### src/rtl/bfpd_pkg.sv
// ---------------------------------------------------------------------------
// bfpd_pkg
// shared types, register indexes and helpers of the box filter downscaler
// ---------------------------------------------------------------------------
package bfpd_pkg;

  localparam int MAX_SRC_DEF = 512;
  localparam int MAX_DST_DEF = 64;
  localparam int PIX_W       = 8;
  localparam int PIX_MAX     = 255;
  localparam int NUM_CH      = 4;
  localparam int CFG_IDX_W   = 2;
  localparam int CFG_DATA_W  = 10;

  localparam logic [CFG_IDX_W-1:0] REG_SRC_WIDTH  = 2'd0;
  localparam logic [CFG_IDX_W-1:0] REG_SRC_HEIGHT = 2'd1;
  localparam logic [CFG_IDX_W-1:0] REG_DST_SIZE   = 2'd2;

  // one classified source pixel on its way to the accumulators
  typedef struct packed {
    logic [PIX_W-1:0] red;
    logic [PIX_W-1:0] green;
    logic [PIX_W-1:0] blue;
    logic [PIX_W-1:0] alpha;
    logic [7:0]       col;
    logic             emit;
    logic             eor;
    logic             eoi;
  } item_t;

  // floor(x / 255), exact for x up to 255 * 255
  function automatic logic [PIX_W-1:0] div255(input logic [2*PIX_W-1:0] x);
    logic [2*PIX_W:0] s;
    s = {1'b0, x} + (2*PIX_W+1)'(x >> PIX_W) + (2*PIX_W+1)'(1);
    return s[2*PIX_W-1:PIX_W];
  endfunction

endpackage

### src/rtl/bfpd_fifo.sv
// ---------------------------------------------------------------------------
// bfpd_fifo
// two-entry queue of classified pixels between front and back
// ---------------------------------------------------------------------------
module bfpd_fifo (
  input  logic            clk_i,
  input  logic            rst_ni,
  input  logic            flush_i,
  input  logic            push_i,
  input  bfpd_pkg::item_t item_i,
  output logic            full_o,
  input  logic            pop_i,
  output logic            empty_o,
  output bfpd_pkg::item_t item_o
);

  import bfpd_pkg::*;

  item_t      slot_q [2];
  logic       wr_ptr_q, rd_ptr_q;
  logic [1:0] count_q;

  assign full_o  = (count_q == 2'd2);
  assign empty_o = (count_q == 2'd0);
  assign item_o  = slot_q[rd_ptr_q];

  always_ff @(posedge clk_i or negedge rst_ni) begin
    if (!rst_ni) begin
      wr_ptr_q <= 1'b0;
      rd_ptr_q <= 1'b0;
      count_q  <= '0;
    end else if (flush_i) begin
      wr_ptr_q <= 1'b0;
      rd_ptr_q <= 1'b0;
      count_q  <= '0;
    end else begin
      if (push_i) wr_ptr_q <= !wr_ptr_q;
      if (pop_i)  rd_ptr_q <= !rd_ptr_q;
      count_q <= count_q + 2'(push_i) - 2'(pop_i);
    end
  end

  always_ff @(posedge clk_i) begin
    if (push_i) slot_q[wr_ptr_q] <= item_i;
  end

endmodule

### config.mk
export PLATFORM = sky130hd
export DESIGN_NAME = bfpd_fifo
export DESIGN_NICKNAME = d
export VERILOG_FILES = /design/src/rtl/bfpd_pkg.sv /design/src/rtl/bfpd_fifo.sv
export SDC_FILE = /design/constraint.sdc
export NUM_CORES = 1
export LEC_CHECK = 0
export ABC_CLOCK_PERIOD_IN_PS = 4200
export BUFFER_PORTS_ARGS = -buffer_cell sky130_fd_sc_hd__buf_4
export CORE_UTILIZATION = 56
export DETAILED_ROUTE_END_ITERATION = 6
export GPL_ROUTABILITY_DRIVEN = 0
export PLACE_DENSITY = 0.95
export SETUP_SLACK_MARGIN = 0.02
export SYNTH_ARGS = -nofsm -noshare
export SYNTH_HDL_FRONTEND = slang
export SYNTH_SLANG_ARGS = --single-unit
### constraint.sdc
create_clock -name clk_i -period 4.2 [get_ports clk_i]
set_input_delay 0.84 -clock clk_i [delete_from_list [all_inputs] [get_ports clk_i]]
set_output_delay 0.84 -clock clk_i [all_outputs]
set_load 0.01 [all_outputs]
==> Yosys cells after proc, flatten, opt, wreduce, memory -nomap -nowiden <==
Memory sizes are Yosys's and may differ from the RTL's.
Cells that the tools add are included.
{ "op_classes": {"add_sub_neg": 2, "mul": 0, "div_mod_pow": 0, "n_lt_le_gt_ge": 0, "n_eq_ne": 1, "n_shift": 0, "muxes": 7, "bitwise_logic": 0, "n_reduce_logical": 5} }
{ "op_table": {"columns": ["cell", "count"], "rows": [
  ["$mux 1", 6],
  ["$reduce_bool 2->1", 2],
  ["$add 2x1->2", 1],
  ["$eq 2x2->1 const B", 1],
  ["$logic_not 1->1", 2],
  ["$logic_not 2->1", 1],
  ["$mux 2", 1],
  ["$sub 2x1->2", 1]
]} }
{ "totals": {"regBits": 4, "latch_bits": 0, "mem_bits_rw": 86, "romBits": 0, "in_bits": 48, "n_memories": 1} }
{ "mem_list": {"columns": ["memory", "depth", "width", "rd", "rd_clocked_by_memory_dff", "wr", "line_no", "text"], "rows": [
  ["slot_q", 2, 43, 1, 0, 1, "bfpd_fifo.sv:19", "item_t slot_q [2];"]
]} }

==> Logic depth before layout (Yosys ltp) <==
Gate-level depths: netlist of the first run.
{ "logic_depth": {"ltp_word": 3, "depth_mapped": 6, "ltp_nobuf": 6} }

==> Worst setup path after synthesis of the first run <==
Ideal clock, no wire load.
{ "synth_path": {"kind": "input to register", "start": "in push_i", "end": "mem slot_q[0][0] (netlist bit) (enable)", "setup_time_ns": 0.449, "arrival_ns": 2.757, "required_time_ns": 3.751, "path_slack_ns": 0.994, "cell_stages": 1, "cell_sequence": "nor2b_1"} }
{ "synth_between": {"elab_chain_cells": 2} }
{ "synth_lines": {"columns": ["item", "line_no", "text"], "rows": [
  ["start: declaration", "bfpd_fifo.sv:9", "input logic push_i,"],
  ["$mux 1", "bfpd_fifo.sv:44", "if (push_i) slot_q[wr_ptr_q] <= item_i;"],
  ["$mux 1 (implied by the code)", "bfpd_fifo.sv:44", null],
  ["end: declaration", "bfpd_fifo.sv:19", null]
]} }
No other way between the ends.

==> results of run 1 <==
==> worst max-delay path, cell delays in order (launching register included) <==
cell     delay, ns
dfrtp_2       0.90
buf_4         0.45
mux2_4        0.33
buf_4         0.15
==> final timing paths <==
check | end | cells past startpoint
worst max-delay path | item_o[32] | 3
worst min-delay path | count_q[0] | 1
worst max register to register | slot_q[0][9] | 1
worst min register to register | wr_ptr_q | 2
max in group asynchronous | rd_ptr_q | 1
min in group clk_i | wr_ptr_q | 2
==> per-layer routing <==
| metal | global-route usage [%] | wire [um] | vias up |
|---|---|---|---|
| met5 | 0 | 0 | - |
| met4 | 8.21 | 106 | 0 |
| met3 | 5.96 | 448 | 10 |
| met2 | 28.7 | 2680 | 78 |
| met1 | 18.7 | 2050 | 813 |
| li1 | - | - | 787 |
==> stage by stage <==
| step | instances | total power, mW |
|---|---|---|
| final | 332 | 1.86 |
| after global routing | 332 | 1.92 |
| after CTS | 332 | 1.88 |
| after detailed placement | 316 | 1.39 |
| after global placement | 316 | 1.38 |
| after floorplan | 153 | 1.26 |
==> flip-flops by register name, summed over array words and instances (netlist names) <==
register  cells
count_q       2
wr_ptr_q      1
rd_ptr_q      1
slot_q       86
==> final cells by class <==
type | count | area share, %
clock buffer | 12 | 3.08
clock inverter | 4 | 0.655
inverter | 2 | 0.171
multi-input combinational | 56 | 17.0
sequential | 90 | 61.1
tap | 75 | 2.14
timing repair buffer | 93 | 15.9
==> power breakdown <==
group | leakage, nW | switching [mW] | total (mW) | internal [mW]
combinational | 0.818 | 0.113 | 0.288 | 0.176
clock | 0.0770 | 0.272 | 0.488 | 0.217
sequential | 0.857 | 0.0309 | 1.08 | 1.05
==> logic make-up after synthesis <==
family | after synthesis | synth area share, %
mux | 43 | 17.9
xor+xnor | 3 | 1.14
fa+ha+maj | 2 | 0.711
flops | 90 | 76.3
buf+inv | 7 | 2.81
simple gates | 8 | 1.14
==> cells in the final DEF, fill, tap and decap left out, types with 2 or more instances in the layout <==
| cell | instances |
|---|---|
| mux2_2 | 4 |
| inv_1 | 2 |
| dfrtp_1 | 3 |
| nor2b_1 | 2 |
| buf_4 | 93 |
| clkbuf_8 | 9 |
| xnor2_1 | 2 |
| clkinvlp_4 | 2 |
| edfxtp_1 | 86 |
| mux2_4 | 39 |
| nor2_1 | 4 |
| ha_1 | 2 |
| clkbuf_1 | 3 |
==> metrics.csv, run 1 <==
metric,value,unit
Most used DFF post-synth,edfxtp_1,
Synth async-reset ratio,4.44,%
Layout area overhead,24.9,%
pre-CTS setup slack,1.52,ns
synth top area cells,"edfxtp_1 73%, mux2_4 17%, dfrtp_1 2.8%",
post-place instance area,4230,um^2
Worst setup EP type,output port,
critical path startpoint category,register,
HP Class,input pin to async pin,
Final Cycle Share,72.1,%
final instance area,4390,um^2
FP Rows,28,
final setup margin,1.17,ns
vias in the first global route,1742,
synthesized instance count,153,
clock sinks,90,
syn avg cell area,23.0,um^2
pin count of the biggest net entering global routing,44,
register area share after synthesis,76.3,%
Yosys reg bits,90,
clk_lat worst skew,0.34,ns
Worst-Margin Slew,1.21,ns
arrival time worst endpoint,2.19,ns
"Hold Vio Cnt, Final",0,
worst hold margin,0.277,ns
Final Max Slew Viols,0,
Post-Syn Area,3520,um^2
CTS tree,yes,
share of the synthesized area in the top cell type,73.4,%
Clock Skews,0.00572,ns
DRT antenna net count,0,
syn_nets,203,
total number of vias,1688,
area of the multi-input gates,744,um^2
FILL cells,347,
unrepaired setup endpoints after global routing,false,
Die ar.,6600,um^2
status,"complete, no violations",
First-pass DRT Iterations,4,
Yosys top cell by area,edfxtp_1,
synth cell count leaders,"86 x edfxtp_1, 39 x mux2_4",
number of remaining DRC errors,0,
drt wl/cell,15.9,um
area of the core,5990,um^2
chip width,81.3,um
clk slew on worst S/H paths,0.08,ns
final core occ,73.3,%
GRT overflow,0,
CP Class,register to output port,
Worst Path Required,3.36,ns
Starting Density,58.7,%
initial DRC count,45,
Bufs on Longest Clock Path,2,
max-cap violations,0,
H-tree Lvls,3,
final setup vio count,0,
Lkg Pwr,1.75,nW
detailed-placement wirelength estimate,3640,um
share of cells above drive strength 1,59.1,%
ant diodes,0,
"EDFF count, synth",86,
Tmin final,3.03,ns
post-synthesis cell type count,13,
sequential cell area,2680,um^2
routed wire length,5280,um
first-pass GRT wire length,7810,um
IO buf count,92,
YS warnings,0,
Power Density,422,nW/um^2
R2R setup slack,2.43,ns
FF-to-FF Start,wr_ptr_q,
cts bufs inserted,9,
Max IR drop VDD,0.000311,V
total global-route track usage,16.8,%
post-CTS sizing,0,
clk root buf,clkbuf_8,
crit path from,rd_ptr_q,
post-CTS setup buffers,0,
fmax,330,MHz
Max Fanout on Critical Path,28,
# hold bufs at CTS,0,
top-count cell post-synth,edfxtp_1,
DR vias/cell,5.08,
total negative setup slack,0,ns
Die Ht,81.3,um
Slew HR,19.4,%
initial antenna violation count,0,
NumNets Final,302,
IO Pins,93,
Power figures use the tool's default switching activity.
==> inputs of run 2 (changes only) <==
Settings changed: ABC_CLOCK_PERIOD_IN_PS 4200 to 2900, CORE_UTILIZATION 56 to 52, PLACE_DENSITY 0.95 to 0.91.
Clock period 4.2 ns to 2.9 ns, I/O delays scaled along.
==> run 2 against run 1 <==
Net effect: the flow now finishes with violations (design-rule violations); clock skew up 0.0033 ns; sequential cell count unchanged; die area up 7.5%; worst setup slack worse by 0.46 ns; clock-buffer cell count down 3; clock power up 97%; global-route usage up 0.32 points; register-to-register slack worse by 1.2 ns; routed wire length up 7.2%; largest power group unchanged.
==> metrics.csv, run 2 (synthesized netlist as in run 1, its figures left out) <==
metric,value,unit
status,"finished, violations left",
failing checks,design-rule violations,
clk root buf,clkbuf_8,
clock sinks,90,
CP top delay family,buffers and inverters,
critical path startpoint category,register,
worst r2r dst,slot_q[1][38],
sw power,0.606,mW
vias in the first global route,1775,
Die ar.,7100,um^2
IO buf count,92,
cts bufs inserted,9,
Bufs on Longest Clock Path,2,
crit path from,rd_ptr_q,
Final Cycle Share,75.5,%
IO Pins,93,
Crit-path slowest cell,mux2_2,
share of cells above drive strength 1,60.0,%
Max Fanout on Critical Path,24,
chip width,84.2,um
H-tree Lvls,3,
total negative setup slack,0,ns
NumNets Final,306,
Worst-Margin Slew,0.566,ns
Worst setup EP type,output port,
routed wire length,5660,um
leading registers by flop count,"slot_q x86, count_q x2",
FP Rows,29,
sequential power share,52.3,%
total global-route track usage,17.2,%
FF-to-FF Start,wr_ptr_q,
Clock power frac,32.6,%
Tmin final,2.19,ns
CP Class,register to output port,
Max IR drop VDD,0.000420,V
max reg flops,86,
worst hold margin,0.0259,ns
Power Density,654,nW/um^2
drt wl/cell,16.8,um
R2R setup slack,1.28,ns
Lkg Pwr,1.81,nW
initial antenna violation count,0,
initial DRC count,117,
first-pass GRT wire length,8970,um
pin count of the biggest net entering global routing,27,
ant diodes,0,
post-CTS sizing,0,
CTS tree,yes,
area of the core,6420,um^2
DRT antenna net count,0,
final setup vio count,0,
HP Class,input pin to async pin,
Final Max Slew Viols,0,
clk_lat worst skew,0.34,ns
Layout area overhead,28.0,%
post-CTS setup buffers,0,
Largest Register,slot_q,
Comb power frac,15.1,%
total number of vias,1655,
crit path to,item_o[42],
"Hold Vio Cnt, Final",0,
DR vias/cell,4.91,
clk slew on worst S/H paths,0.08,ns
# hold bufs at CTS,0,
r2r worst-path depth,2,
Die Ht,84.2,um
fmax,457,MHz
Slew HR,62.2,%
"commonest non-fill, non-tap cell in the layout",buf_4,
switch share,20.5,%
"Cell Chain, Critical Path",buf_4 > mux2_2 > buf_4,
number of remaining DRC errors,16,
unrepaired setup endpoints after global routing,false,
Worst Path Required,2.32,ns
detailed-placement wirelength estimate,4000,um
First-pass DRT Iterations,6,
GRT overflow,0,
P_int,2.34,mW
CP dominant cell by count,buf_4,
"Largest stage delay, worst path",0.40,ns
max-cap violations,0,
Clock Skews,0.00899,ns
Crit. path cell count,3,
most frequent cells in the layout,"96 x buf_4, 86 x edfxtp_1, 39 x mux2_4",
Buf/Inv on CP,2,
arrival time worst endpoint,1.61,ns
Starting Density,54.8,%
run 2: changes by cell type in the layout (fill, tap and decap cells not counted), sizes merged:
cell / delta
clkinv: +2
inv: -1
clkbuf: -3
buf: +4
bufinv: +3
clkinvlp: -2
run 2: worst min-delay path by stage:
stage	from	endpoint	slack, ns	depth (start not counted)
floorplan	rst_ni	count_q[0]	0.28	0
global placement	rst_ni	wr_ptr_q	0.38	1
detailed placement	rst_ni	wr_ptr_q	0.38	1
CTS	rst_ni	rd_ptr_q	0.01	1
global route	rst_ni	wr_ptr_q	0.01	1
finish	rst_ni	wr_ptr_q	0.03	1
run 2: per-layer routing:
metal	vias up	share of wire (%)	GRT usage [%]
met1	782	42	22.6
met2	74	51	27.9
met5	-	0	0
met4	0	1.4	7.37
met3	6	6.4	3.64
li1	793	-	-
run 2: power groups by stage:
stage               sequential, mW  combinational, mW  clock [mW]
floorplan                     1.56              0.267           0
global placement              1.57              0.442           0
detailed placement            1.57              0.451           0
CTS                           1.54              0.454       0.984
global route                  1.55              0.478        1.04
finish                        1.54              0.446       0.960
run 2: layout make-up:
cell class / count / area (um^2)
tap: 77 / 96.3
sequential: 90 / 2680
fill: 408 / 1920
clock buffer: 9 / 124
multi-input combinational: 56 / 744
inverter: 2 / 7.51
clock inverter: 6 / 106
timing repair buffer: 97 / 741
run 2: through the flow:
| step | setup slack (ns) | cell area, um^2 | total power, mW | cells | util (%) |
|---|---|---|---|---|---|
| 5_1_grt | 0.649 | 4500 | 3.06 | 337 | 70.1 |
| 4_1_cts | 0.681 | 4500 | 2.98 | 337 | 70.1 |
| 3_3_place_gp | 1.02 | 4270 | 2.01 | 322 | 66.5 |
| 6_report | 0.710 | 4500 | 2.95 | 337 | 70.1 |
| 2_1_floorplan | 0.755 | 3520 | 1.83 | 153 | - |
| 3_5_place_dp | 0.988 | 4270 | 2.02 | 322 | 66.5 |
