<file path="src/rtl/bfpd_pkg.sv">
// ---------------------------------------------------------------------------
// bfpd_pkg
// shared types, register indexes and helpers of the box filter downscaler
// ---------------------------------------------------------------------------
package bfpd_pkg;

  localparam int MAX_SRC_DEF = 512;
  localparam int MAX_DST_DEF = 64;
  localparam int PIX_W       = 8;
  localparam int PIX_MAX     = 255;
  localparam int NUM_CH      = 4;
  localparam int CFG_IDX_W   = 2;
  localparam int CFG_DATA_W  = 10;

  localparam logic [CFG_IDX_W-1:0] REG_SRC_WIDTH  = 2'd0;
  localparam logic [CFG_IDX_W-1:0] REG_SRC_HEIGHT = 2'd1;
  localparam logic [CFG_IDX_W-1:0] REG_DST_SIZE   = 2'd2;

  // one classified source pixel on its way to the accumulators
  typedef struct packed {
    logic [PIX_W-1:0] red;
    logic [PIX_W-1:0] green;
    logic [PIX_W-1:0] blue;
    logic [PIX_W-1:0] alpha;
    logic [7:0]       col;
    logic             emit;
    logic             eor;
    logic             eoi;
  } item_t;

  // floor(x / 255), exact for x up to 255 * 255
  function automatic logic [PIX_W-1:0] div255(input logic [2*PIX_W-1:0] x);
    logic [2*PIX_W:0] s;
    s = {1'b0, x} + (2*PIX_W+1)'(x >> PIX_W) + (2*PIX_W+1)'(1);
    return s[2*PIX_W-1:PIX_W];
  endfunction

endpackage

</file>
<file path="src/rtl/bfpd_div.sv">
// ---------------------------------------------------------------------------
// bfpd_div
// restoring divider, one quotient bit per cycle
// ---------------------------------------------------------------------------
module bfpd_div #(
  parameter int NW = 16,
  parameter int DW = 7
) (
  input  logic          clk_i,
  input  logic          rst_ni,
  input  logic          start_i,
  input  logic [NW-1:0] num_i,
  input  logic [DW-1:0] den_i,
  output logic          done_o,
  output logic [NW-1:0] quo_o
);

  localparam int CNTW = $clog2(NW + 1);

  logic [NW-1:0]   quo_q;
  logic [DW-1:0]   rem_q;
  logic [DW-1:0]   den_q;
  logic [CNTW-1:0] cnt_q;
  logic            done_q;
  logic [DW:0]     shifted;
  logic [DW:0]     diff;
  logic            ge;

  always_comb begin
    shifted = {rem_q, quo_q[NW-1]};
    ge      = shifted >= {1'b0, den_q};
    diff    = shifted - {1'b0, den_q};
  end

  always_ff @(posedge clk_i or negedge rst_ni) begin
    if (!rst_ni) begin
      cnt_q  <= '0;
      done_q <= 1'b0;
    end else if (start_i) begin
      cnt_q  <= CNTW'(NW);
      done_q <= 1'b0;
    end else if (cnt_q != '0) begin
      cnt_q  <= cnt_q - CNTW'(1);
      done_q <= (cnt_q == CNTW'(1));
    end else begin
      done_q <= 1'b0;
    end
  end

  always_ff @(posedge clk_i) begin
    if (start_i) begin
      quo_q <= num_i;
      rem_q <= '0;
      den_q <= den_i;
    end else if (cnt_q != '0) begin
      rem_q <= ge ? diff[DW-1:0] : shifted[DW-1:0];
      quo_q <= {quo_q[NW-2:0], ge};
    end
  end

  assign done_o = done_q;
  assign quo_o  = quo_q;

endmodule

</file>
<file path="src/rtl/bfpd_front.sv">
// ---------------------------------------------------------------------------
// bfpd_front
// config registers, source position tracking and box boundary division
// ---------------------------------------------------------------------------
module bfpd_front #(
  parameter int MAX_SRC = 512,
  parameter int MAX_DST = 64
) (
  input  logic                                clk_i,
  input  logic                                rst_ni,
  input  logic                                cfg_we_i,
  input  logic [bfpd_pkg::CFG_IDX_W-1:0]      cfg_idx_i,
  input  logic [bfpd_pkg::CFG_DATA_W-1:0]     cfg_data_i,
  input  logic                                in_valid_i,
  output logic                                in_ready_o,
  input  logic [bfpd_pkg::PIX_W-1:0]          red_i,
  input  logic [bfpd_pkg::PIX_W-1:0]          green_i,
  input  logic [bfpd_pkg::PIX_W-1:0]          blue_i,
  input  logic [bfpd_pkg::PIX_W-1:0]          alpha_i,
  input  logic                                full_i,
  output logic                                push_o,
  output bfpd_pkg::item_t                     push_item_o,
  output logic                                restart_o
);

  import bfpd_pkg::*;

  localparam int SW  = $clog2(MAX_SRC);
  localparam int LW  = SW + 1;
  localparam int DW  = (MAX_DST > 1) ? $clog2(MAX_DST) : 1;
  localparam int DCW = $clog2(MAX_DST + 1);
  localparam int NW  = $clog2(MAX_DST * MAX_SRC + 1);

  typedef enum logic [2:0] {
    S_INIT, S_COL0, S_ROW0, S_RUN, S_COL, S_ROW
  } state_e;

  state_e state_q;

  logic [CFG_DATA_W-1:0] src_width_q, src_height_q;
  logic [6:0]            dst_size_q;
  logic [SW-1:0]         src_col_q, src_row_q;
  logic [DW-1:0]         dst_col_q, dst_row_q;
  logic [LW-1:0]         col_end_q, row_end_q, col0_q, row0_q;
  logic                  restart_q;

  logic [LW-1:0]  w, h;
  logic [6:0]     d0;
  logic [DCW-1:0] d;
  logic           col_last, row_last, col_wrap, row_wrap;
  logic           need_col, need_row, eor, eoi;
  logic           accept, cfg_hit;
  logic           div_start, div_done;
  logic [NW-1:0]  div_num, div_quo, num_col, num_row;

  function automatic logic [LW-1:0] eff_dim(input logic [CFG_DATA_W-1:0] v);
    if (v == '0) return LW'(1);
    if (32'(v) > MAX_SRC) return LW'(MAX_SRC);
    return LW'(v);
  endfunction

  always_comb begin
    w  = eff_dim(src_width_q);
    h  = eff_dim(src_height_q);
    d0 = (dst_size_q == '0) ? 7'd1 : dst_size_q;
    d  = (32'(d0) > MAX_DST) ? DCW'(MAX_DST) : DCW'(d0);
    if (32'(d) > 32'(w)) d = DCW'(w);
    if (32'(d) > 32'(h)) d = DCW'(h);
  end

  always_comb begin
    col_last = ({1'b0, src_col_q} + LW'(1)) >= col_end_q;
    row_last = ({1'b0, src_row_q} + LW'(1)) >= row_end_q;
    col_wrap = ({1'b0, src_col_q} + LW'(1)) >= w;
    row_wrap = ({1'b0, src_row_q} + LW'(1)) >= h;
    need_col = col_last && !col_wrap;
    need_row = col_wrap && row_last && !row_wrap;
    eor      = (DCW'(dst_col_q) + DCW'(1)) >= d;
    eoi      = eor && ((DCW'(dst_row_q) + DCW'(1)) >= d);
    // end of the next box: (idx + 2) * len, divided by the side d
    num_col  = (NW'(dst_col_q) + NW'(2)) * NW'(w);
    num_row  = (NW'(dst_row_q) + NW'(2)) * NW'(h);
  end

  assign cfg_hit    = cfg_we_i && (cfg_idx_i == REG_SRC_WIDTH ||
                                   cfg_idx_i == REG_SRC_HEIGHT ||
                                   cfg_idx_i == REG_DST_SIZE);
  assign in_ready_o = (state_q == S_RUN) && !full_i;
  assign accept     = in_valid_i && in_ready_o;

  always_comb begin
    div_start = 1'b0;
    div_num   = '0;
    case (state_q)
      S_INIT: begin
        div_start = 1'b1;
        div_num   = NW'(w);
      end
      S_COL0: begin
        div_start = div_done;
        div_num   = NW'(h);
      end
      S_RUN: begin
        div_start = accept && (need_col || need_row);
        div_num   = need_col ? num_col : num_row;
      end
      default: begin
        div_start = 1'b0;
      end
    endcase
  end

  bfpd_div #(
    .NW(NW),
    .DW(DCW)
  ) u_div (
    .clk_i   (clk_i),
    .rst_ni  (rst_ni),
    .start_i (div_start),
    .num_i   (div_num),
    .den_i   (d),
    .done_o  (div_done),
    .quo_o   (div_quo)
  );

  always_ff @(posedge clk_i or negedge rst_ni) begin
    if (!rst_ni) begin
      state_q      <= S_INIT;
      src_width_q  <= CFG_DATA_W'(1);
      src_height_q <= CFG_DATA_W'(1);
      dst_size_q   <= 7'd1;
      src_col_q    <= '0;
      src_row_q    <= '0;
      dst_col_q    <= '0;
      dst_row_q    <= '0;
      col_end_q    <= '0;
      row_end_q    <= '0;
      col0_q       <= '0;
      row0_q       <= '0;
      restart_q    <= 1'b0;
    end else begin
      restart_q <= cfg_hit;
      if (cfg_hit) begin
        case (cfg_idx_i)
          REG_SRC_WIDTH:  src_width_q  <= cfg_data_i;
          REG_SRC_HEIGHT: src_height_q <= cfg_data_i;
          default:        dst_size_q   <= cfg_data_i[6:0];
        endcase
        src_col_q <= '0;
        src_row_q <= '0;
        dst_col_q <= '0;
        dst_row_q <= '0;
        state_q   <= S_INIT;
      end else begin
        case (state_q)
          S_INIT: begin
            state_q <= S_COL0;
          end
          S_COL0: begin
            if (div_done) begin
              col0_q    <= LW'(div_quo);
              col_end_q <= LW'(div_quo);
              state_q   <= S_ROW0;
            end
          end
          S_ROW0: begin
            if (div_done) begin
              row0_q    <= LW'(div_quo);
              row_end_q <= LW'(div_quo);
              state_q   <= S_RUN;
            end
          end
          S_RUN: begin
            if (accept) begin
              if (col_wrap) begin
                src_col_q <= '0;
                dst_col_q <= '0;
                col_end_q <= col0_q;
                if (row_wrap) begin
                  src_row_q <= '0;
                  dst_row_q <= '0;
                  row_end_q <= row0_q;
                end else begin
                  src_row_q <= src_row_q + SW'(1);
                  if (row_last) begin
                    dst_row_q <= dst_row_q + DW'(1);
                    state_q   <= S_ROW;
                  end
                end
              end else begin
                src_col_q <= src_col_q + SW'(1);
                if (col_last) begin
                  dst_col_q <= dst_col_q + DW'(1);
                  state_q   <= S_COL;
                end
              end
            end
          end
          S_COL: begin
            if (div_done) begin
              col_end_q <= LW'(div_quo);
              state_q   <= S_RUN;
            end
          end
          S_ROW: begin
            if (div_done) begin
              row_end_q <= LW'(div_quo);
              state_q   <= S_RUN;
            end
          end
          default: begin
            state_q <= S_INIT;
          end
        endcase
      end
    end
  end

  always_comb begin
    push_item_o.red   = red_i;
    push_item_o.green = green_i;
    push_item_o.blue  = blue_i;
    push_item_o.alpha = alpha_i;
    push_item_o.col   = 8'(dst_col_q);
    push_item_o.emit  = col_last && row_last;
    push_item_o.eor   = eor;
    push_item_o.eoi   = eoi;
  end

  assign push_o    = accept;
  assign restart_o = restart_q;

endmodule

</file>
<file path="config.mk">
export PLATFORM = sky130hd
export DESIGN_NAME = bfpd_front
export DESIGN_NICKNAME = d
export VERILOG_FILES = /design/src/rtl/bfpd_pkg.sv /design/src/rtl/bfpd_div.sv /design/src/rtl/bfpd_front.sv
export SDC_FILE = /design/constraint.sdc
export NUM_CORES = 1
export LEC_CHECK = 0
export BUFFER_PORTS_ARGS = -buffer_cell sky130_fd_sc_hd__buf_2
export CAP_MARGIN = 5
export CORE_ASPECT_RATIO = 0.7
export CORE_UTILIZATION = 45
export CTS_BUF_LIST = sky130_fd_sc_hd__clkbuf_4 sky130_fd_sc_hd__clkbuf_8
export DETAILED_ROUTE_END_ITERATION = 12
export PLACE_DENSITY = 0.7
export SYNTH_ARGS = -nofsm -noshare
export SYNTH_HDL_FRONTEND = slang
export SYNTH_SLANG_ARGS = --single-unit
</file>
<file path="constraint.sdc">
create_clock -name clk_i -period 7 [get_ports clk_i]
set_input_delay 1.05 -clock clk_i [delete_from_list [all_inputs] [get_ports clk_i]]
set_output_delay 1.05 -clock clk_i [all_outputs]
set_load 0.02 [all_outputs]
</file>
[After elaboration in Yosys (flattened, before gate mapping)]
Index checks and enable logic that the tools add are counted.
Storage, ports and cells
  bits in registers: 137
  logic and storage cells: 175
  input bits: 49
Operators by class
  $mul: 2
  order comparisons: 12
  multiplexer cells: 65
  $add $sub $neg: 12
  reductions and logical operators: 45
  bitwise gates (word level): 2
  equality and inequality tests: 19
Operator list (count)
  two-way mux 10 bit: 14
  two-way mux 9 bit: 9
  two-way mux 6 bit: 11
  two-way mux 16 bit: 3
  case mux 16 bit (3 select lines): 1
  >= comparator 10 bit: 4
  case mux 10 bit (2 select lines): 2
  two-way mux 7 bit: 5
  multiplier 7 x 10 -> 16 bit: 2
  two-way mux 3 bit: 8
  adder 9 x 1 -> 10 bit, second input constant: 2
  > comparator 10 bit, second input constant: 2
  > comparator 7 x 10 -> 1 bit: 2
  zero test 10 bit: 2
  adder 9 x 1 -> 9 bit, second input constant: 2
  adder 6 x 1 -> 7 bit, second input constant: 2
  adder 6 x 2 -> 7 bit, second input constant: 2
  >= comparator 7 bit: 2
  adder 6 x 1 -> 6 bit, second input constant: 2
  inequality test 4 bit, second input constant: 3
  case mux 3 bit (4 select lines): 1
  AND reduction 3 bit: 4
  AND reduction 6 bit: 2
  nonzero test 2 bit: 6
  other kinds (32): 64

[Depth between registers and ports, before layout]
Gate-level depths: netlist of the first run.
  word-level depth: 12
  mapped depth: 31
  gate-level depth less buffers: 29

[By module]
Synthesis of the first run repeated with hierarchy kept, for this count alone.
Second synthesis, totals
  cell total of the unflattened synthesis: 1465
  area total of the unflattened synthesis: 13538.0 um^2
By module, submodules not included
  bfpd_front: times used 1, cells an instance 1298, area each 11668.7 um^2
  bfpd_div: times used 1, cells an instance 167, area each 1869.3 um^2

[Worst setup path before layout of the first run]
Ideal clock, no wire load.
  path type: register -> output
  start: register dst_size_q[4]
  end: output push_item_o[0] (netlist bit)
  setup slack: 0.412 ns
  stages on the path, launching flop included: 32
  data arrival time: 5.538 ns
  path buffers: 2
  path through: dfrtp_1 > or4_1 > nor2_1 > o21bai_1 > ha_1 > nor2b_1 > o21a_1 > o21ai_0 > a21oi_1 > nor3_1 > nor2_1 > mux2_2 > ha_1 > nor2b_1 > o21ai_0 > nand2b_1 > a21oi_1 > nor2b_1 > o21ai_0 > a2111oi_2 > buf_4 > mux2i_1 > ha_1 > nand2b_1 > a21o_1 > a21o_1 > a21oi_1 > nor2b_1 > o21ai_0 > a21oi_1 > o211a_1 > buf_4
On the way
  word-level cells in the longest chain between the ends: 10
  elaborated cells on any way between the ends: 11
RTL lines
  from (decl): line bfpd_front.sv:41  | logic [6:0] dst_size_q;
  from (signal assigned): line bfpd_front.sv:147  | default: dst_size_q <= cfg_data_i[6:0];
  zero test 7 bit: line bfpd_front.sv:65  | d0 = (dst_size_q == '0) ? 7'd1 : dst_size_q;
  two-way mux 7 bit (*): line bfpd_front.sv:65
  > comparator 7 bit: line bfpd_front.sv:66  | d = (32'(d0) > MAX_DST) ? DCW'(MAX_DST) : DCW'(d0);
  two-way mux 7 bit (*): line bfpd_front.sv:66
  > comparator 7 x 10 -> 1 bit: line bfpd_front.sv:67  | if (32'(d) > 32'(w)) d = DCW'(w);
  two-way mux 7 bit (*): line bfpd_front.sv:67
  > comparator 7 x 10 -> 1 bit: line bfpd_front.sv:68  | if (32'(d) > 32'(h)) d = DCW'(h);
  two-way mux 7 bit (*): line bfpd_front.sv:68
  net d[0]: line bfpd_front.sv:49  | logic [DCW-1:0] d;
  >= comparator 7 bit (*): line bfpd_front.sv:78  | eor = (DCW'(dst_col_q) + DCW'(1)) >= d;
  net eor: line bfpd_front.sv:51  | logic need_col, need_row, eor, eoi;
  logical AND 1 bit (*): line bfpd_front.sv:79  | eoi = eor && ((DCW'(dst_row_q) + DCW'(1)) >= d);
  to (decl): line bfpd_front.sv:22  | output bfpd_pkg::item_t push_item_o,
The timed path passes the listed nets; every way through them passes the cells marked *.

==> results of run 1 <==
[power groups by stage]
stage / combinational, mW / sequential (mW) / clock [mW]
floorplan: 1.06 / 1.10 / 0
global placement: 1.36 / 1.17 / 0
detailed placement: 1.40 / 1.17 / 0
CTS: 1.43 / 1.16 / 0.672
global route: 1.67 / 1.19 / 0.701
finish: 1.51 / 1.17 / 0.663
[metrics by stage]
step                      utilization  TNS [ns]  hold WS [ns]  area (um2)
after floorplan                     -         0         0.449       13300
after global placement          0.472         0         0.461       13700
after detailed placement        0.472         0         0.472       13700
after CTS                       0.486         0         0.486       14100
after global routing            0.492    -0.638         0.506       14300
final                           0.492   -0.0290         0.488       14300
[layer usage]
| metal | up-vias | routed length [um] |
|---|---|---|
| met4 | 0 | 483 |
| met5 | - | 0 |
| met3 | 42 | 2950 |
| met1 | 5146 | 17100 |
| li1 | 4844 | - |
| met2 | 393 | 14000 |
[worst register-to-register path: stages (launching register included)]
cell and delay [ns]:
dfrtp_1 0.75, nand2_1 0.15, nor2_1 0.58, nand2_1 0.19, fa_1 0.53, fa_1 0.52, fa_1 0.54, inv_1 0.05
fa_1 0.48, ha_1 0.38, nand3_1 0.09, o211ai_1 0.41, o221ai_2 0.20, o21ai_2 0.21, a21o_1 0.15, a21oi_2 0.06
xnor2_1 0.44, o221ai_2 0.18
[kinds of logic (layout without fill, tap and decap cells)]
family	count (synthesis)	count (layout)	share of synthesized area
buffers and inverters	249	260	0.0838
flip-flops	137	137	0.265
AO/OA/AOI/OAI	231	231	0.120
multiplexers	89	89	0.0725
other	1	2	0.000283
adder cells (fa/ha/maj)	227	227	0.258
XOR/XNOR	64	64	0.0422
AND/OR/NAND/NOR	441	441	0.159
[placed cells by master (no fill, tap or decap), types with 8 or more instances in the layout]
| cell | netlist | layout |
|---|---|---|
| ha_1 | 150 | 144 |
| a21oi_1 | 48 | 44 |
| nor2_1 | 83 | 82 |
| nand2b_1 | 27 | 26 |
| mux2i_1 | 32 | 31 |
| inv_1 | 153 | 153 |
| mux2_2 | 57 | 53 |
| nor3_1 | 19 | 19 |
| xor2_1 | 18 | 18 |
| nor2b_1 | 33 | 32 |
| clkbuf_8 | 0 | 17 |
| o21a_1 | 8 | 8 |
| a211oi_1 | 17 | 17 |
| nand4_1 | 8 | 8 |
| o21ai_1 | 4 | 8 |
| fa_1 | 77 | 77 |
| o21ai_0 | 55 | 50 |
| nor4_1 | 8 | 8 |
| a22o_1 | 13 | 13 |
| a31oi_1 | 9 | 9 |
| and2_1 | 40 | 40 |
| buf_2 | 12 | 25 |
| a21o_1 | 17 | 17 |
| edfxtp_1 | 23 | 23 |
| nand3_1 | 45 | 45 |
| nand2_1 | 153 | 153 |
| dfrtp_1 | 104 | 104 |
| buf_4 | 39 | 46 |
| xnor2_1 | 46 | 46 |
[layout make-up]
| type | instances | area share |
|---|---|---|
| multi-input cells | 1054 | 0.618 |
| flip-flops and latches | 137 | 0.246 |
| inverters | 155 | 0.0408 |
| repair buffers | 73 | 0.0346 |
| well taps | 378 | 0.0332 |
| clock buffers | 17 | 0.0164 |
| clock inverters | 15 | 0.0103 |
[flip-flops by register name (all words and copies together) (netlist names), 9 cells and up]
register	cells
row_end_q	10
col_end_q	10
col0_q	10
src_row_q	9
src_col_q	9
src_height_q	10
src_width_q	10
row0_q	10
u_div.quo_o	16
[worst max path at each step]
| stage | startpoint | end | slack, ns | cells after the start |
|---|---|---|---|---|
| detailed placement | dst_size_q[4] | push_item_o[0] | 0.45 | 30 |
| floorplan | dst_size_q[4] | push_item_o[0] | 0.41 | 31 |
| global route | dst_size_q[1] | push_item_o[0] | -0.38 | 32 |
| global placement | dst_size_q[4] | push_item_o[0] | 0.57 | 30 |
| finish | dst_size_q[1] | push_item_o[0] | -0.03 | 32 |
| CTS | dst_size_q[4] | push_item_o[0] | 0.03 | 31 |
[what timing repair did]
action	CTS	global route
setup endpoints to repair	1	2
pin swaps	2	24
gates resized for setup	4	29
setup buffers	5	4
hold buffers	0	0
gates cloned	0	0
==> results_dict.tcl, run 1 <==
set metrics [dict create \
    fin_crit_sh 1.00 \
    syn_area_per_cell_um2 9.22 \
    critical-path-top-delay-family "compound AO/OA/AOI/OAI gates" \
    stdcell_count 1829 \
    reg2reg_from "dst_col_q[1]" \
    grt.busiest_layer "met1" \
    drt_iter0_drc 1149 \
    wl_per_cell_um 18.9 \
    slew_viol_final 0 \
    ys_types 82 \
    wirelength_um 34600 \
    powerDensity_nw_per_um2 234 \
    combPwrFrac 0.451 \
    synth_commonest_cells "inv_1, nand2_1, ha_1" \
    clk_path_buf_depth 2 \
    grt_overflow_total 0 \
    grt.met3_usage 0.0598 \
    globalRouteMet2Util 0.320 \
    r2r-end "u_div.quo_o[15]" \
    drt_pass1_iterations 5 \
    n_antenna_cell 0 \
    finalWorstSetupSlack_ns -0.0290 \
    pwr-share-clk 0.199 \
    core_um2 29000 \
    timing.slew.headroom 0.229 \
    status "finished, violations left" \
    drcViolationCount 0 \
    cts_root_buf "clkbuf_8" \
    rsz0062_at_grt "true" \
    grt_pass1_vias 10100 \
    violations "negative setup slack" \
    swShare 0.413 \
    max_slew.worst_pin.slew_ns 1.15 \
    endpoint_kind "primary output" \
    syn_area_um2 13300 \
    synth-edff-count 23 \
    ir_worst_vdd_v 0.000154 \
    grt_usage 0.236 \
    pwr-share-seq 0.350 \
    multiInputGateArea_um2 8810 \
    syn-instance-count 1439 \
    yosysSeqAreaShare 0.265 \
    grt_antenna_before_repair 0 \
    cp_max_fo 4 \
    ys_ff_latch 137 \
    skew_ns 0.0195 \
    fillers 2666 \
    slowest_stage "or4_4" \
    cts.sinks 137 \
    vias 10400 \
    drive_above_1_share 0.140 \
    ff2ff_path_depth 17 \
    synth.area.top_cells "dfrtp_1, ha_1, fa_1, edfxtp_1, mux2_2" \
    cts_htree_levels 4 \
    crit_type "reg2out" \
    gp_congestion 0.918 \
    area_growth_pct 7.40 \
    ys_async_sr_fraction 0.781 \
    regArea_um2 3510 \
    fp.dieH_um 146 \
    ys.flop_type "dfrtp_1" \
    post-dp-hpwl_um 26700 \
    hold_viol_final 0 \
    r2r_slack_ns 0.81 \
    required_ns 5.95 \
    pin_count 95 \
    synth_top_cell_area_share 0.196 \
    portBuffers 28 \
    cts_tree "yes" \
    via_per_inst 5.70 \
    p_leak_nw 6.98 \
    cp.arrival_ns 5.98 \
    dieWidth_um 207 \
    use_met1 0.366 \
    crit_buf_inv 3 \
    layout.nets 1714 \
    die-area_um2 30200 \
    switchingPower_mw 1.38 \
    place_inst 1788 \
    synth_area_leader_cell "dfrtp_1" \
    max_freq_ghz 0.142 \
    numCtsBuffers 17 \
    max_stage_delay_ns 0.55 \
    ant_nets 0 \
    rows 52 \
    min_path_type "in2async" \
    synth_warnings 0 \
    finalSetupViolCount 1 \
    dp_slack_ns 0.446 \
    setup.worst_path.start_class "flop" \
    path_clk_slew_ns 0.08 \
    cap_violations 0 \
    fin_crit_ns 7.03 \
    start_util 0.458 \
    power_mw 3.34 \
    clock_latency_ns 0.49 \
    p_int_mw 1.96 \
    grt_pass1_wl_um 55000 \
    grt_max_degree 75 \
]
Power figures use the tool's default switching activity.
==> inputs of run 2 (changes only) <==
- CTS_BUF_LIST: sky130_fd_sc_hd__clkbuf_4 sky130_fd_sc_hd__clkbuf_8 -> sky130_fd_sc_hd__clkbuf_4
- SETUP_SLACK_MARGIN: not set -> 0.15
==> run 2 against run 1 <==
  * Power down 3.0%
  * Core utilization down 0.16 points
  * Largest cell class unchanged
  * The run now ends clean
  * Count of clock-buffer cells in the layout unchanged
  * Register-to-register slack better by 0.05 ns
  * First-iteration DRC count up 5.4%
  * Clock power down 18%
  * Die area unchanged
  * Global-route usage up 0.095 points
  * Flip-flop and latch count unchanged
==> results_dict.tcl, run 2 (synthesis gave the netlist of run 1 again) <==
set metrics [dict create \
    ir_worst_vdd_v 0.000150 \
    required_ns 5.95 \
    path_clk_slew_ns 0.15 \
    place_inst 1788 \
    cts_tree "yes" \
    gp_congestion 0.918 \
    rows 52 \
    grt_antenna_before_repair 2 \
    endpoint_kind "primary output" \
    cp.arrival_ns 5.89 \
    swShare 0.424 \
    ctsHoldBuffers 0 \
    clock_latency_ns 0.63 \
    stdcell_count 1833 \
    slowest_stage "or4_4" \
    min_path_type "in2async" \
    largest_register_ffs 16 \
    max_slew.worst_pin.slew_ns 1.13 \
    finalSetupViolCount 0 \
    ff2ff_path_depth 17 \
    grt_pass1_vias 10100 \
    core_um2 29000 \
    start_util 0.458 \
    hold_viol_final 0 \
    max_stage_delay_ns 0.55 \
    portBuffers 28 \
    cts.sinks 137 \
    wirelength_um 34700 \
    post-dp-hpwl_um 26700 \
    crit_buf_inv 3 \
    slew_viol_final 0 \
    grt_max_degree 75 \
    cap_violations 0 \
    p_leak_nw 6.96 \
    drt_iter0_drc 1211 \
    drcViolationCount 0 \
    p_int_mw 1.87 \
    numCtsBuffers 17 \
    pwr-share-clk 0.168 \
    cts_root_buf "clkbuf_4" \
    drive_above_1_share 0.145 \
    cp_max_fo 4 \
    status "finished, final reports clean" \
    rsz0062_at_grt "true" \
    timing.slew.headroom 0.245 \
    grt_pass1_wl_um 55400 \
    skew_ns 0.0339 \
    ant_nets 0 \
    r2r_slack_ns 0.86 \
    switchingPower_mw 1.37 \
    fillers 2663 \
    fin_crit_ns 6.94 \
    cts_htree_levels 4 \
    vias 10400 \
    area_growth_pct 7.05 \
    crit_type "reg2out" \
    r2r-end "u_div.quo_o[15]" \
    utilization 0.491 \
    dieWidth_um 207 \
    pwr-share-seq 0.360 \
    die-area_um2 30200 \
    via_per_inst 5.70 \
    reg2reg_from "dst_col_q[1]" \
    fin_crit_sh 0.992 \
    cp_common_cell "a21oi_2" \
    wl_per_cell_um 18.9 \
    layout.nets 1716 \
    setup.worst_path.start_class "flop" \
    grt_usage 0.237 \
    powerDensity_nw_per_um2 228 \
    drt_pass1_iterations 6 \
    grt_overflow_total 0 \
    fp.dieH_um 146 \
    max_freq_ghz 0.144 \
    critical-path-top-delay-family "compound AO/OA/AOI/OAI gates" \
    most-common-layout-cells "inv_1, nand2_1, ha_1, dfrtp_1, nor2_1" \
    pin_count 95 \
    clk_path_buf_depth 2 \
    combPwrFrac 0.471 \
]
-- run 2: cell types whose count changed in the layout (fill, tap and decap cells not counted), moves of 2 or more --
cell / before / now
diode_2: 0 / 2
nor2b_1: 32 / 30
nor2b_2: 1 / 3
clkbuf_4: 0 / 17
clkbuf_8: 17 / 0
-- run 2: repair_timing --
item | CTS | global route
gates resized for setup | 26 | 15
pin swaps | 21 | 17
buffers inserted | 10 | 1
endpoints found under the setup margin | 2 | 2
hold endpoints to repair | 0 | 0
-- run 2: layout make-up --
cell class / count / area (um2) / share of cell area
multi-input combinational: 1054 / 8850 / 0.623
sequential: 137 / 3510 / 0.247
inverter: 155 / 582 / 0.0410
timing repair buffer: 75 / 512 / 0.0360
tap: 378 / 473 / 0.0333
clock inverter: 15 / 146 / 0.0103
clock buffer: 17 / 128 / 0.00898
antenna: 2 / 5.00 / 0.000352
-- run 2: stage by stage --
stage / power, mW / instance area, um2 / TNS [ns] / worst slack [ns] / hold WS (ns)
finish: 3.24 / 14200 / 0 / 0.0564 / 0.345
global route: 3.46 / 14200 / -0.362 / -0.300 / 0.349
floorplan: 2.17 / 13300 / 0 / 0.412 / 0.449
detailed placement: 2.58 / 13700 / 0 / 0.446 / 0.472
CTS: 3.19 / 14100 / 0 / 0.0334 / 0.330
global placement: 2.53 / 13700 / 0 / 0.568 / 0.461
-- run 2: worst max path at each step --
stage / startpoint / endpoint / slack (ns) / depth (start not counted)
3_5_place_dp: dst_size_q[4] / push_item_o[0] / 0.45 / 30
3_3_place_gp: dst_size_q[4] / push_item_o[0] / 0.57 / 30
6_report: dst_size_q[4] / push_item_o[0] / 0.06 / 31
2_1_floorplan: dst_size_q[4] / push_item_o[0] / 0.41 / 31
4_1_cts: dst_size_q[1] / push_item_o[0] / 0.03 / 31
5_1_grt: dst_size_q[4] / push_item_o[0] / -0.30 / 32
-- run 2: routing by layer --
layer | part of all wire | GRT usage | up-vias
li1 | - | - | 4847
met1 | 0.49 | 0.369 | 5142
met2 | 0.41 | 0.327 | 413
met3 | 0.090 | 0.0514 | 44
met4 | 0.014 | 0.0608 | 0
met5 | 0 | 0 | -
-- run 2: power by group through the flow --
| stage | Clock (mW) | Combinational (mW) | Sequential (mW) |
|---|---|---|---|
| after floorplan | 0 | 1.06 | 1.10 |
| after global placement | 0 | 1.36 | 1.17 |
| after detailed placement | 0 | 1.40 | 1.17 |
| after CTS | 0.555 | 1.47 | 1.16 |
| after global routing | 0.581 | 1.69 | 1.19 |
| final | 0.545 | 1.53 | 1.17 |
-- run 2: worst reg2reg max path, stage by stage, from the launching register on --
cell and delay, ns:
dfrtp_1 0.76, nand2_1 0.15, nor2_1 0.58, nand2_1 0.18, fa_1 0.53, fa_1 0.52, fa_1 0.54, inv_1 0.05
fa_1 0.48, ha_1 0.38, nand3_1 0.09, o211ai_1 0.39, o221ai_2 0.20, o21ai_2 0.21, a21o_1 0.15, a21oi_2 0.06
xnor2_1 0.45, o221ai_2 0.18
